### src/rtl/stall_detect_and_restart_core_macros.svh
// Assertion helpers shared by the stall guard modules.
`ifndef STALL_DETECT_AND_RESTART_CORE_MACROS_SVH
`define STALL_DETECT_AND_RESTART_CORE_MACROS_SVH

// The consequent must hold in the same cycle as the antecedent.
`define SDR_ASSERT_SAME(label, clk, rst_n, ante, cons) \
  label: assert property (@(posedge clk) disable iff (!rst_n) (ante) |-> (cons)) \
    else $error("stall guard check failed");

// The consequent must hold in the cycle after the antecedent.
`define SDR_ASSERT_NEXT(label, clk, rst_n, ante, cons) \
  label: assert property (@(posedge clk) disable iff (!rst_n) (ante) |=> (cons)) \
    else $error("stall guard check failed");

`endif

### src/rtl/sdr_pkg.sv
package sdr_pkg;

  // Configuration register indexes.
  localparam logic [2:0] CFG_OPTION_FLAGS  = 3'd0;
  localparam logic [2:0] CFG_CONFIRM_TICKS = 3'd1;
  localparam logic [2:0] CFG_RELEASE_TICKS = 3'd2;
  localparam logic [2:0] CFG_RESTART_WAIT  = 3'd3;
  localparam logic [2:0] CFG_RESTART_LIMIT = 3'd4;
  localparam logic [2:0] CFG_RELEASE_SPEED = 3'd5;
  localparam logic [2:0] CFG_ERROR_BAND    = 3'd6;

  localparam int unsigned CfgDataWidth = 16;

  // Option flag bit positions.
  localparam int unsigned OPT_ENABLE      = 0;
  localparam int unsigned OPT_COUNT_EVENT = 1;
  localparam int unsigned OPT_AUTO_RESTART = 2;
  localparam int unsigned OPT_LATCH_FAULT = 3;
  localparam int unsigned OPT_EXH_FAULT   = 4;
  localparam int unsigned OPT_CLEAR_FAULT = 5;

  // Tick kinds.
  localparam logic [1:0] KIND_UPDATE = 2'd0;
  localparam logic [1:0] KIND_POLL   = 2'd1;
  localparam logic [1:0] KIND_CLEAR  = 2'd2;

  // Drive states.
  localparam logic [1:0] DRIVE_RUNNING = 2'd0;
  localparam logic [1:0] DRIVE_STOPPED = 2'd1;

  localparam logic [15:0] TICK_MAX = 16'hFFFF;

  typedef struct packed {
    logic [5:0]  option_flags;
    logic [15:0] confirm_len;
    logic [15:0] release_len;
    logic [15:0] restart_wait_ticks;
    logic [7:0]  restart_limit;
    logic [14:0] release_speed;
    logic [14:0] error_band;
  } sdr_cfg_t;

  typedef struct packed {
    logic [1:0]         kind;
    logic [1:0]         drive_state;
    logic               velocity_mode;
    logic               stall_candidate;
    logic signed [15:0] shaft_speed;
    logic signed [15:0] loop_err;
    logic               target_present;
  } sdr_in_t;

  typedef struct packed {
    logic        stalled;
    logic        restart_stop;
    logic        fault_stop;
    logic        exhausted_fault;
    logic        clear_faults;
    logic        run_request_valid;
    logic        run_request;
    logic [7:0]  attempts;
    logic [31:0] event_total;
  } sdr_out_t;

  // Saturating tick counter increment.
  function automatic logic [15:0] sdr_bump(input logic [15:0] v);
    return (v == TICK_MAX) ? TICK_MAX : v + 16'd1;
  endfunction

  // Magnitude of a signed 16-bit value; the most negative value maps to 32768.
  function automatic logic [15:0] sdr_mag(input logic [15:0] v);
    return v[15] ? (~v + 16'd1) : v;
  endfunction

endpackage

### src/rtl/sdr_cfg_regs.sv
module sdr_cfg_regs
  import sdr_pkg::*;
(
  input  logic                    clk_i,
  input  logic                    rst_ni,
  input  logic                    cfg_we_i,
  input  logic [2:0]              cfg_idx_i,
  input  logic [CfgDataWidth-1:0] cfg_data_i,
  output sdr_cfg_t                cfg_o
);

  sdr_cfg_t cfg_q, cfg_d;

  always_comb begin
    cfg_d = cfg_q;
    if (cfg_we_i) begin
      case (cfg_idx_i)
        CFG_OPTION_FLAGS:  cfg_d.option_flags       = cfg_data_i[5:0];
        CFG_CONFIRM_TICKS: cfg_d.confirm_len        = cfg_data_i;
        CFG_RELEASE_TICKS: cfg_d.release_len        = cfg_data_i;
        CFG_RESTART_WAIT:  cfg_d.restart_wait_ticks = cfg_data_i;
        CFG_RESTART_LIMIT: cfg_d.restart_limit      = cfg_data_i[7:0];
        CFG_RELEASE_SPEED: cfg_d.release_speed      = cfg_data_i[14:0];
        CFG_ERROR_BAND:    cfg_d.error_band         = cfg_data_i[14:0];
        default:           cfg_d = cfg_q;
      endcase
    end
  end

  always_ff @(posedge clk_i or negedge rst_ni) begin
    if (!rst_ni) begin
      cfg_q.option_flags       <= '0;
      cfg_q.confirm_len        <= 16'd1;
      cfg_q.release_len        <= 16'd1;
      cfg_q.restart_wait_ticks <= 16'd1;
      cfg_q.restart_limit      <= '0;
      cfg_q.release_speed      <= '0;
      cfg_q.error_band         <= '0;
    end else begin
      cfg_q <= cfg_d;
    end
  end

  assign cfg_o = cfg_q;

endmodule

### src/rtl/sdr_guard.sv
`include "stall_detect_and_restart_core_macros.svh"

module sdr_guard
  import sdr_pkg::*;
(
  input  logic     clk_i,
  input  logic     rst_ni,
  input  logic     fire_i,
  input  sdr_cfg_t cfg_i,
  input  sdr_in_t  item_i,
  output sdr_out_t result_o
);

  logic        stall_flag_q, stall_flag_d;
  logic [15:0] cand_cnt_q, cand_cnt_d;
  logic [15:0] rel_cnt_q, rel_cnt_d;
  logic [15:0] wait_cnt_q, wait_cnt_d;
  logic [7:0]  attempt_q, attempt_d;
  logic        pending_q, pending_d;
  logic [31:0] event_q, event_d;

  logic [15:0] spd_mag, err_mag;
  logic [15:0] cand_inc, rel_inc, wait_inc;
  logic        active, recovered;
  sdr_out_t    res;

  assign spd_mag   = sdr_mag(item_i.shaft_speed);
  assign err_mag   = sdr_mag(item_i.loop_err);
  assign cand_inc  = sdr_bump(cand_cnt_q);
  assign rel_inc   = sdr_bump(rel_cnt_q);
  assign wait_inc  = sdr_bump(wait_cnt_q);
  assign active    = cfg_i.option_flags[OPT_ENABLE] && (item_i.drive_state == DRIVE_RUNNING)
                     && item_i.velocity_mode;
  assign recovered = (spd_mag >= {1'b0, cfg_i.release_speed})
                     || (err_mag <= {1'b0, cfg_i.error_band});

  always_comb begin
    stall_flag_d = stall_flag_q;
    cand_cnt_d   = cand_cnt_q;
    rel_cnt_d    = rel_cnt_q;
    wait_cnt_d   = wait_cnt_q;
    attempt_d    = attempt_q;
    pending_d    = pending_q;
    event_d      = event_q;
    res          = '0;

    case (item_i.kind)
      KIND_UPDATE: begin
        if (!active) begin
          stall_flag_d = 1'b0;
          cand_cnt_d   = '0;
          rel_cnt_d    = '0;
        end else if (item_i.stall_candidate) begin
          rel_cnt_d = '0;
          if (!stall_flag_q) begin
            cand_cnt_d = cand_inc;
            if (cand_inc >= cfg_i.confirm_len) begin
              stall_flag_d = 1'b1;
              cand_cnt_d   = cfg_i.confirm_len;
              if (cfg_i.option_flags[OPT_COUNT_EVENT]) begin
                event_d = event_q + 32'd1;
              end
              if (cfg_i.option_flags[OPT_AUTO_RESTART]) begin
                if (attempt_q < cfg_i.restart_limit) begin
                  attempt_d        = attempt_q + 8'd1;
                  pending_d        = 1'b1;
                  wait_cnt_d       = '0;
                  res.restart_stop = 1'b1;
                  cand_cnt_d       = '0;
                end else begin
                  res.exhausted_fault = cfg_i.option_flags[OPT_EXH_FAULT];
                  res.fault_stop      = 1'b1;
                end
              end else if (cfg_i.option_flags[OPT_LATCH_FAULT]) begin
                res.fault_stop = 1'b1;
              end
            end
          end
        end else begin
          cand_cnt_d = '0;
          if (stall_flag_q) begin
            if (recovered) begin
              rel_cnt_d = rel_inc;
              if (rel_inc >= cfg_i.release_len) begin
                stall_flag_d = 1'b0;
                rel_cnt_d    = '0;
                attempt_d    = '0;
              end
            end else begin
              rel_cnt_d = '0;
            end
          end
        end
      end
      KIND_POLL: begin
        if (pending_q && (item_i.drive_state == DRIVE_STOPPED)) begin
          wait_cnt_d = wait_inc;
          if (wait_inc >= cfg_i.restart_wait_ticks) begin
            res.clear_faults      = cfg_i.option_flags[OPT_CLEAR_FAULT];
            pending_d             = 1'b0;
            wait_cnt_d            = '0;
            stall_flag_d          = 1'b0;
            cand_cnt_d            = '0;
            rel_cnt_d             = '0;
            res.run_request_valid = 1'b1;
            res.run_request       = item_i.target_present;
          end
        end
      end
      KIND_CLEAR: begin
        stall_flag_d = 1'b0;
        cand_cnt_d   = '0;
        rel_cnt_d    = '0;
        wait_cnt_d   = '0;
        attempt_d    = '0;
        pending_d    = 1'b0;
      end
      default: begin
        // An undefined tick kind leaves the state alone and reports status.
        stall_flag_d = stall_flag_q;
      end
    endcase

    res.stalled     = stall_flag_d;
    res.attempts    = attempt_d;
    res.event_total = event_d;
  end

  always_ff @(posedge clk_i or negedge rst_ni) begin
    if (!rst_ni) begin
      stall_flag_q <= 1'b0;
      cand_cnt_q   <= '0;
      rel_cnt_q    <= '0;
      wait_cnt_q   <= '0;
      attempt_q    <= '0;
      pending_q    <= 1'b0;
      event_q      <= '0;
    end else if (fire_i) begin
      stall_flag_q <= stall_flag_d;
      cand_cnt_q   <= cand_cnt_d;
      rel_cnt_q    <= rel_cnt_d;
      wait_cnt_q   <= wait_cnt_d;
      attempt_q    <= attempt_d;
      pending_q    <= pending_d;
      event_q      <= event_d;
    end
  end

  assign result_o = res;

  `SDR_ASSERT_SAME(a_stop_exclusive, clk_i, rst_ni, fire_i && res.restart_stop, !res.fault_stop)
  `SDR_ASSERT_SAME(a_exh_needs_fault, clk_i, rst_ni, fire_i && res.exhausted_fault, res.fault_stop)
  `SDR_ASSERT_NEXT(a_restart_pends, clk_i, rst_ni, fire_i && res.restart_stop, pending_q && stall_flag_q)
  `SDR_ASSERT_SAME(a_run_req_valid, clk_i, rst_ni, res.run_request, res.run_request_valid)

endmodule

### src/rtl/stall_detect_and_restart_core.sv
// Channel   Direction  Handshake                 Payload
// in        input      in_valid_i / in_stall_o   in_data_i  (sdr_in_t)
// out       output     out_valid_o / out_stall_i out_data_o (sdr_out_t)
// cfg       input      cfg_we_i                  cfg_idx_i, cfg_data_i
//
// Each request waits in the input register and then moves to the result register, from which its
// result is offered; a stalled output holds it in either register. One request is taken every
// cycle while the output does not stall.
// The guard state is updated in the same edge that moves a request into the result register.
// Reset clears the guard state and loads the register defaults; no clearing pass is needed.
// A stalled output holds its result and backs up into the input register, then into in_stall_o.
`include "stall_detect_and_restart_core_macros.svh"

module stall_detect_and_restart_core
  import sdr_pkg::*;
(
  input  logic                    clk_i,
  input  logic                    rst_ni,
  input  logic                    in_valid_i,
  output logic                    in_stall_o,
  input  sdr_in_t                 in_data_i,
  output logic                    out_valid_o,
  input  logic                    out_stall_i,
  output sdr_out_t                out_data_o,
  input  logic                    cfg_we_i,
  input  logic [2:0]              cfg_idx_i,
  input  logic [CfgDataWidth-1:0] cfg_data_i
);

  sdr_cfg_t cfg;
  sdr_in_t  in_q;
  logic     in_valid_q;
  sdr_out_t out_q, res;
  logic     out_valid_q;
  logic     advance;

  // The input register drains whenever the result register is free or being emptied.
  assign advance    = in_valid_q && (!out_valid_q || !out_stall_i);
  assign in_stall_o = in_valid_q && !advance;

  sdr_cfg_regs u_cfg (
    .clk_i      (clk_i),
    .rst_ni     (rst_ni),
    .cfg_we_i   (cfg_we_i),
    .cfg_idx_i  (cfg_idx_i),
    .cfg_data_i (cfg_data_i),
    .cfg_o      (cfg)
  );

  sdr_guard u_guard (
    .clk_i    (clk_i),
    .rst_ni   (rst_ni),
    .fire_i   (advance),
    .cfg_i    (cfg),
    .item_i   (in_q),
    .result_o (res)
  );

  always_ff @(posedge clk_i or negedge rst_ni) begin
    if (!rst_ni) begin
      in_valid_q <= 1'b0;
    end else if (in_valid_i && !in_stall_o) begin
      in_valid_q <= 1'b1;
    end else if (advance) begin
      in_valid_q <= 1'b0;
    end
  end

  always_ff @(posedge clk_i) begin
    if (in_valid_i && !in_stall_o) begin
      in_q <= in_data_i;
    end
  end

  always_ff @(posedge clk_i or negedge rst_ni) begin
    if (!rst_ni) begin
      out_valid_q <= 1'b0;
    end else if (advance) begin
      out_valid_q <= 1'b1;
    end else if (!out_stall_i) begin
      out_valid_q <= 1'b0;
    end
  end

  always_ff @(posedge clk_i) begin
    if (advance) begin
      out_q <= res;
    end
  end

  assign out_valid_o = out_valid_q;
  assign out_data_o  = out_q;

  `SDR_ASSERT_NEXT(a_held_request, clk_i, rst_ni, in_valid_q && !advance, in_valid_q)
  `SDR_ASSERT_NEXT(a_advance_fills, clk_i, rst_ni, advance, out_valid_q)

endmodule
### config.mk
export PLATFORM = sky130hd
export DESIGN_NAME = stall_detect_and_restart_core
export DESIGN_NICKNAME = d
export VERILOG_FILES = /design/src/rtl/sdr_pkg.sv /design/src/rtl/sdr_cfg_regs.sv /design/src/rtl/sdr_guard.sv /design/src/rtl/stall_detect_and_restart_core.sv
export VERILOG_INCLUDE_DIRS = /design/src /design/src/rtl
export SDC_FILE = /design/constraint.sdc
export NUM_CORES = 1
export LEC_CHECK = 0
export BUFFER_PORTS_ARGS = -buffer_cell sky130_fd_sc_hd__buf_4
export CAP_MARGIN = 20
export CORE_MARGIN = 1.5
export CORE_UTILIZATION = 46
export DETAILED_ROUTE_END_ITERATION = 16
export GPL_ROUTABILITY_DRIVEN = 0
export HOLD_SLACK_MARGIN = 0.15
export PLACE_DENSITY = 0.65
export REMOVE_ABC_BUFFERS = 1
export SYNTH_ARGS = -nofsm -noshare
export SYNTH_HDL_FRONTEND = slang
export SYNTH_SLANG_ARGS = --single-unit
export TNS_END_PERCENT = 5
### constraint.sdc
create_clock -name clk_i -period 7.9 [get_ports clk_i]
set_input_delay 0.395 -clock clk_i [delete_from_list [all_inputs] [get_ports clk_i]]
set_output_delay 0.395 -clock clk_i [all_outputs]
set_load 0.01 [all_outputs]
==> results of run 1 <==
[final timing paths]
kind | startpoint | to | slack, ns | cells after the start
setup / recovery | u_guard.wait_cnt_q[0] | u_guard.cand_cnt_q[4] | 2.75 | 14
hold / removal | cfg_data_i[3] | u_cfg.cfg_o[57] | 0.18 | 3
setup reg to reg | u_guard.wait_cnt_q[0] | u_guard.cand_cnt_q[4] | 2.75 | 14
hold reg to reg | u_guard.event_q[31] | u_guard.event_q[31] | 0.50 | 1
max in group asynchronous | rst_ni | u_cfg.cfg_o[9] | 6.27 | 3
min in group asynchronous | rst_ni | u_guard.event_q[22] | 0.35 | 2
[registers in the layout, indices dropped and copies added, names as in the netlist]
signal and flops:
out_valid_o 1, out_data_o 47, u_cfg.cfg_o 92, u_guard.event_q 32, u_guard.cand_cnt_q 16, u_guard.rel_cnt_q 16
in_q 39, u_guard.stall_flag_q 1, u_guard.wait_cnt_q 16, u_guard.pending_q 1, u_guard.attempt_q 8, in_valid_q 1
[cell type report]
cell class / instances / area (sq um) / area share, %
well taps: 402 / 503 / 2.89
clock buffers: 45 / 941 / 5.40
repair buffers: 170 / 1410 / 8.10
inverters: 101 / 379 / 2.18
clock inverters: 11 / 135 / 0.776
flip-flops and latches: 270 / 7190 / 41.3
multi-input cells: 1016 / 6850 / 39.3
[power by group]
part           total [W]  switching (W)  internal, W
Sequential       0.00166      0.0000736      0.00159
Combinational   0.000546       0.000300     0.000246
Clock            0.00149       0.000569     0.000917
[critical path: stages (launching register included)]
cell and delay (ns):
dfrtp_1 0.41, ha_1 0.24, and3_1 0.27, nand3_1 0.14, or3_1 0.69, o21ai_0 0.22
ha_1 0.28, a21o_1 0.18, a21o_1 0.17, a2111oi_0 0.40, o31a_1 0.22, o211a_1 0.48
a311o_1 0.68, or3_1 0.47, o21ai_0 0.16
[routing by layer]
metal	vias to the layer above	routed length [microns]	track usage (%)
li1	5371	-	-
met1	5265	16000	30.0
met2	233	15700	34.0
met3	38	1540	2.88
met4	0	642	4.73
met5	-	0	0
[per-stage QoR]
| step | cells | area (sq um) | worst slack, ns | power, W |
|---|---|---|---|---|
| 4_1_cts | 2015 | 17400 | 2.77 | 0.00373 |
| 2_1_floorplan | 1387 | 14400 | 3.61 | 0.00201 |
| 3_3_place_gp | 1907 | 15800 | 2.96 | 0.00219 |
| 5_1_grt | 2015 | 17400 | 2.36 | 0.00388 |
| 3_5_place_dp | 1907 | 15800 | 2.79 | 0.00221 |
| 6_report | 2015 | 17400 | 2.75 | 0.00369 |
[kinds of logic (layout without fill, tap and decap cells)]
kind of cell    count (synthesis)  in the layout
flops                         270            270
mux                            59             59
fa+ha+maj                      96             96
compound gates                261            261
buf+inv                       154            327
xor+xnor                      114            114
simple gates                  486            486
[repair_timing]
| action | in CTS | in global routing |
|---|---|---|
| hold buffers | 52 | 0 |
| endpoints found under the setup margin | 0 | 0 |
| endpoints found under the hold margin | 110 | 0 |
| resized for setup | 0 | 0 |
[layout by cell type, fill, tap and decap left out, drive strengths merged, types with 52 or more instances in the layout]
cell type	n
inv	102
dlygate4sd3	52
mux2	58
nand2	184
buf	118
xnor2	61
nor2	85
ha	96
o21ai	89
a21oi	71
xor2	53
edfxtp	86
dfrtp	181
==> results.cfg, run 1 <==
[placement]
dpl.hpwl_microns = 23900
portBuffers = 111

[grt]
track_usage_pct = 21.0
grt_pass1_vias = 10639
grt_overflow = 0
antenna_found_initial = 0
grt_first_pass_wirelength_microns = 55600
grt_max_degree = 70

[logic_synthesis]
synth-compound-area-share_pct = 11.3
netlist_top_cells_area = dfrtp_1, edfxtp_1, ha_1, nand2_1, mux2_2
synth-seq-cells = 270
synth_area_sq_um = 14600
synthFlopType = dfrtp_1
yosys.area_share.simple_pct = 15.9
ys_warn_count = 0
syn_area_per_cell_sq_um = 10.2
synth_area_leader_cell = dfrtp_1
async_reset_ff_share_pct = 68.1
synth.most_common_cell = nand2_1
synthMuxAreaShare_pct = 4.54
synth_common_cells = nand2_1, dfrtp_1, inv_1
synthDistinctLibCells = 65
synth_edf_count = 86
synth_top_family_by_area = simple AND/OR/NAND/NOR gates
synthesis.instances = 1440
synthXorXnorAreaFrac_pct = 6.83
synth_top_area_share_pct = 31.0
synth-seq-area-share_pct = 49.2
synthAdderAreaFrac_pct = 8.22

[clock_network]
cts.sinks = 270
clk_pin_slew_ns = 0.06
cts_made_buffers = 30
cts_tree = yes
htreeDepth = 1
clk_latency_ns = 0.55
clock_path_buffers = 3
cts_setup_buffers = 0
cts-root-buf = clkbuf_16

[drt]
num_vias = 10907
wire_per_inst_microns = 16.8
ant_nets = 0
drt-vias-per-instance = 5.41
dr.pass1.iters = 5
routed_wirelength_microns = 33800
first_iter_violations = 844
drc = 0

[die]
num_rows = 65
start_util_pct = 46.6
ioPinCount = 112
dieArea_sq_um = 32900
die_y_microns = 181
fp.dieW_microns = 181
core_area_sq_um = 31400

[sta]
period_share_pct = 65.1
period_minus_slack_ns = 5.15
final_hold_viol_count = 0
max_freq_mhz = 194
setup-tns-final_ns = 0
drv_slew = 0
skew_ns = 0.0132
worst_slew_pin_slew_ns = 1.04
slew_headroom_pct = 29.9
finalSetupViolCount = 0
rsz0062_at_grt = no
hold_ws_ns = 0.176

[layout]
drive_gt1_share_pct = 15.3
nets = 1748
fillers = 2719
area_growth_pct = 19.1
n_antenna_cell = 0
fin_util_pct = 55.5

[status]
status = finished clean

[power]
ir_drop_mv = 0.191
p_leak_nw = 8.14
p_per_area_nw_per_um2 = 212

[setup_path]
crit_path_max_fanout = 22
worst_ep_required_time_ns = 8.31
crit_path_start_kind = register
setup.worst_path.class = register to register
worstSetupEndpointType = register
worstPathArrival_ns = 5.56

[worst_hold_path]
holdCritPathClass = input port to register

[flow_run]
cap_violations = 0
(Power assumes the default switching activity.)
==> run 2: changes to the inputs <==
--- a/config.mk
+++ b/config.mk
@@ -6,6 +6,7 @@
 export SDC_FILE = /design/constraint.sdc
 export NUM_CORES = 1
 export LEC_CHECK = 0
+export ABC_AREA = 1
 export BUFFER_PORTS_ARGS = -buffer_cell sky130_fd_sc_hd__buf_4
 export CAP_MARGIN = 20
 export CORE_MARGIN = 1.5
==> constraint.sdc (replaced) <==
create_clock -name clk_i -period 5.2 [get_ports clk_i]
set_input_delay 0.26 -clock clk_i [delete_from_list [all_inputs] [get_ports clk_i]]
set_output_delay 0.26 -clock clk_i [all_outputs]
set_load 0.01 [all_outputs]
==> run 2 against run 1 <==
Effect of this change: critical path depth up 8; critical path type unchanged; highest routed layer unchanged; synthesized area up 5.4%; die area up 5.3%; register-to-register slack worse by 1.7 ns; via count up 13%; core utilization down 0.17 points; synthesized cell count up 26%; critical endpoint is now u_guard.rel_cnt_q[3]; largest cell class unchanged.
==> results.cfg, run 2 <==
[setup_path]
path_cells = ha_1, nand3_1, nor3_1, nand3_1, nor2_2, inv_1, o21ai_0, ha_1, nand2_1, nor2_1, nand2_1, o211ai_1, nand2_1, nand3_1, nor2_1, buf_4, inv_2, nand2_1, buf_4, inv_1, nand3_1, o21ai_0
reg2reg_depth = 22
worst_ep_required_time_ns = 5.65
critical_path_buf_inv_count = 5
worstPathArrival_ns = 4.63
cp.depth = 22
setup.worst_path.class = register to register
crit_path_max_fanout = 22
worstSetupEndpointType = register
max_stage_delay_ns = 0.43
critPathTopFamily = simple AND/OR/NAND/NOR gates
critPathSlowestCell = inv_1
crit_path_start_kind = register

[power]
p_leak_nw = 8.48
p_total_w = 0.00577
ir_drop_mv = 0.286
p_per_area_nw_per_um2 = 318

[grt]
grt_max_degree = 98
grt_overflow = 0
track_usage_pct = 22.1
antenna_found_initial = 0
grt_first_pass_wirelength_microns = 60900
grt_pass1_vias = 12221

[sta]
slew_headroom_pct = 29.7
fin_ws_ns = 1.02
period_share_pct = 80.4
finalSetupViolCount = 0
final_hold_viol_count = 0
worst_slew_pin_slew_ns = 1.05
max_freq_mhz = 239
hold_ws_ns = 0.179
setup-tns-final_ns = 0
period_minus_slack_ns = 4.18
drv_slew = 0
rsz0062_at_grt = no
skew_ns = 0.0162

[placement]
place_area_sq_um = 16700
pre_cts_ws_ns = 1.04
portBuffers = 111
dpl.hpwl_microns = 26300

[layout]
drive_gt1_share_pct = 12.5
n_antenna_cell = 0
largest_reg_flops = 92
nets = 2128
fillers = 3024
mostFrequentLayoutCells = nand2_1, inv_1, o21ai_0, dfrtp_1, buf_4
final_common_cell = nand2_1
area_growth_pct = 17.6
final_area_sq_um = 18100

[status]
status = finished clean

[die]
dieArea_sq_um = 34600
num_rows = 66
ioPinCount = 112
die_y_microns = 186
core_area_sq_um = 32800
start_util_pct = 47.0
fp.dieW_microns = 186

[drt]
first_iter_violations = 823
ant_nets = 0
num_vias = 12277
dr.pass1.iters = 7
drt-vias-per-instance = 5.05
routed_wirelength_microns = 36800
drc = 0
wire_per_inst_microns = 15.1

[logic_synthesis]
synthFlopType = dfrtp_1
synth-seq-area-share_pct = 46.7
ys_warn_count = 0
async_reset_ff_share_pct = 68.1
synth-seq-cells = 270
synth_edf_count = 86
synth_area_leader_cell = dfrtp_1
syn_area_per_cell_sq_um = 8.50
synth.most_common_cell = nand2_1
synth_top_area_share_pct = 29.4
netlist_top_cells_area = dfrtp_1, edfxtp_1, nand2_1, ha_1, inv_1
synthesis.instances = 1813
synth_area_sq_um = 15400
synth_common_cells = nand2_1, inv_1, o21ai_0
synthDistinctLibCells = 60

[worst_hold_path]
min_path_cells = 3
holdCritPathClass = input port to register

[clock_network]
clk_latency_ns = 0.55
htreeDepth = 1
cts_tree = yes
cts_made_buffers = 29
post_cts_resized = 0
cts-root-buf = clkbuf_16
clk_pin_slew_ns = 0.06
clock_path_buffers = 3
cts.sinks = 270

[flow_run]
cap_violations = 0
run 2: cell count changes in the layout (fill, tap and decap cells not counted), sizes merged, moves of 39 or more:
cell and change:
nand2 +222, nor2 +39, mux2 -58, o21ai +137, inv +186, xnor2 -50, nand3 +46
run 2: logic make-up (layout without fill, tap and decap cells):
family	count (synthesis)	in the layout	share of synthesized area, %
AOI/OAI and AO/OA	325	325	11.4
buffers and inverters	337	514	8.52
xor gates and xnor gates	70	70	4.08
adders and majority gates	96	96	7.80
and+or+nand+nor	714	714	21.4
DFF	270	270	46.7
muxes	1	1	0.0650
run 2: timing repair:
item                      in CTS  in global routing
buffers inserted               0                  0
hold endpoints to repair     154                  1
hold buffers                  50                  1
run 2: path summary, 6_finish.rpt:
check	startpoint	to	slack, ns
max	u_guard.wait_cnt_q[0]	u_guard.rel_cnt_q[3]	1.02
min	cfg_data_i[12]	u_cfg.cfg_o[50]	0.18
max reg2reg	u_guard.wait_cnt_q[0]	u_guard.rel_cnt_q[3]	1.02
min reg2reg	u_cfg.cfg_o[31]	u_cfg.cfg_o[31]	0.48
max in group asynchronous	rst_ni	u_guard.rel_cnt_q[10]	3.80
min in group asynchronous	rst_ni	u_guard.wait_cnt_q[8]	0.36
run 2: per-layer routing:
metal | up-vias | wire [microns] | track usage (%)
li1 | 6210 | - | -
met1 | 5762 | 16200 | 28.1
met2 | 235 | 18200 | 39.3
met3 | 70 | 1340 | 2.88
met4 | 0 | 1080 | 6.45
met5 | - | 0 | 0
run 2: area by class of cell:
type                       instances  area [sq um]  area share (%)
clock buffer                      40           797            4.40
clock inverter                    12           141           0.780
sequential                       270          7190            39.7
tap                              442           553            3.05
multi-input combinational       1206          6910            38.1
inverter                         290          1100            6.05
timing repair buffer             172          1440            7.92
run 2: worst reg2reg max path, cell delays in order, from the launching register on:
cell and delay (ns):
dfrtp_1 0.39, ha_1 0.20, nand3_1 0.12, nor3_1 0.39, nand3_1 0.21, nor2_2 0.35, inv_1 0.10, o21ai_0 0.21
ha_1 0.22, nand2_1 0.06, nor2_1 0.13, nand2_1 0.07, o211ai_1 0.09, nand2_1 0.07, nand3_1 0.08, nor2_1 0.04
buf_4 0.17, inv_2 0.15, nand2_1 0.13, buf_4 0.20, inv_1 0.43, nand3_1 0.15, o21ai_0 0.12
run 2: through the flow:
stage | utilization [%] | std cells
floorplan | - | 1766
global placement | 50.9 | 2329
detailed placement | 50.9 | 2329
CTS | 55.3 | 2431
global route | 55.3 | 2432
finish | 55.3 | 2432
run 2: where the power goes:
group | total [W] | switching (W) | internal, W
clock network | 0.00205 | 0.000838 | 0.00121
registers | 0.00264 | 0.000170 | 0.00247
logic | 0.00108 | 0.000667 | 0.000415
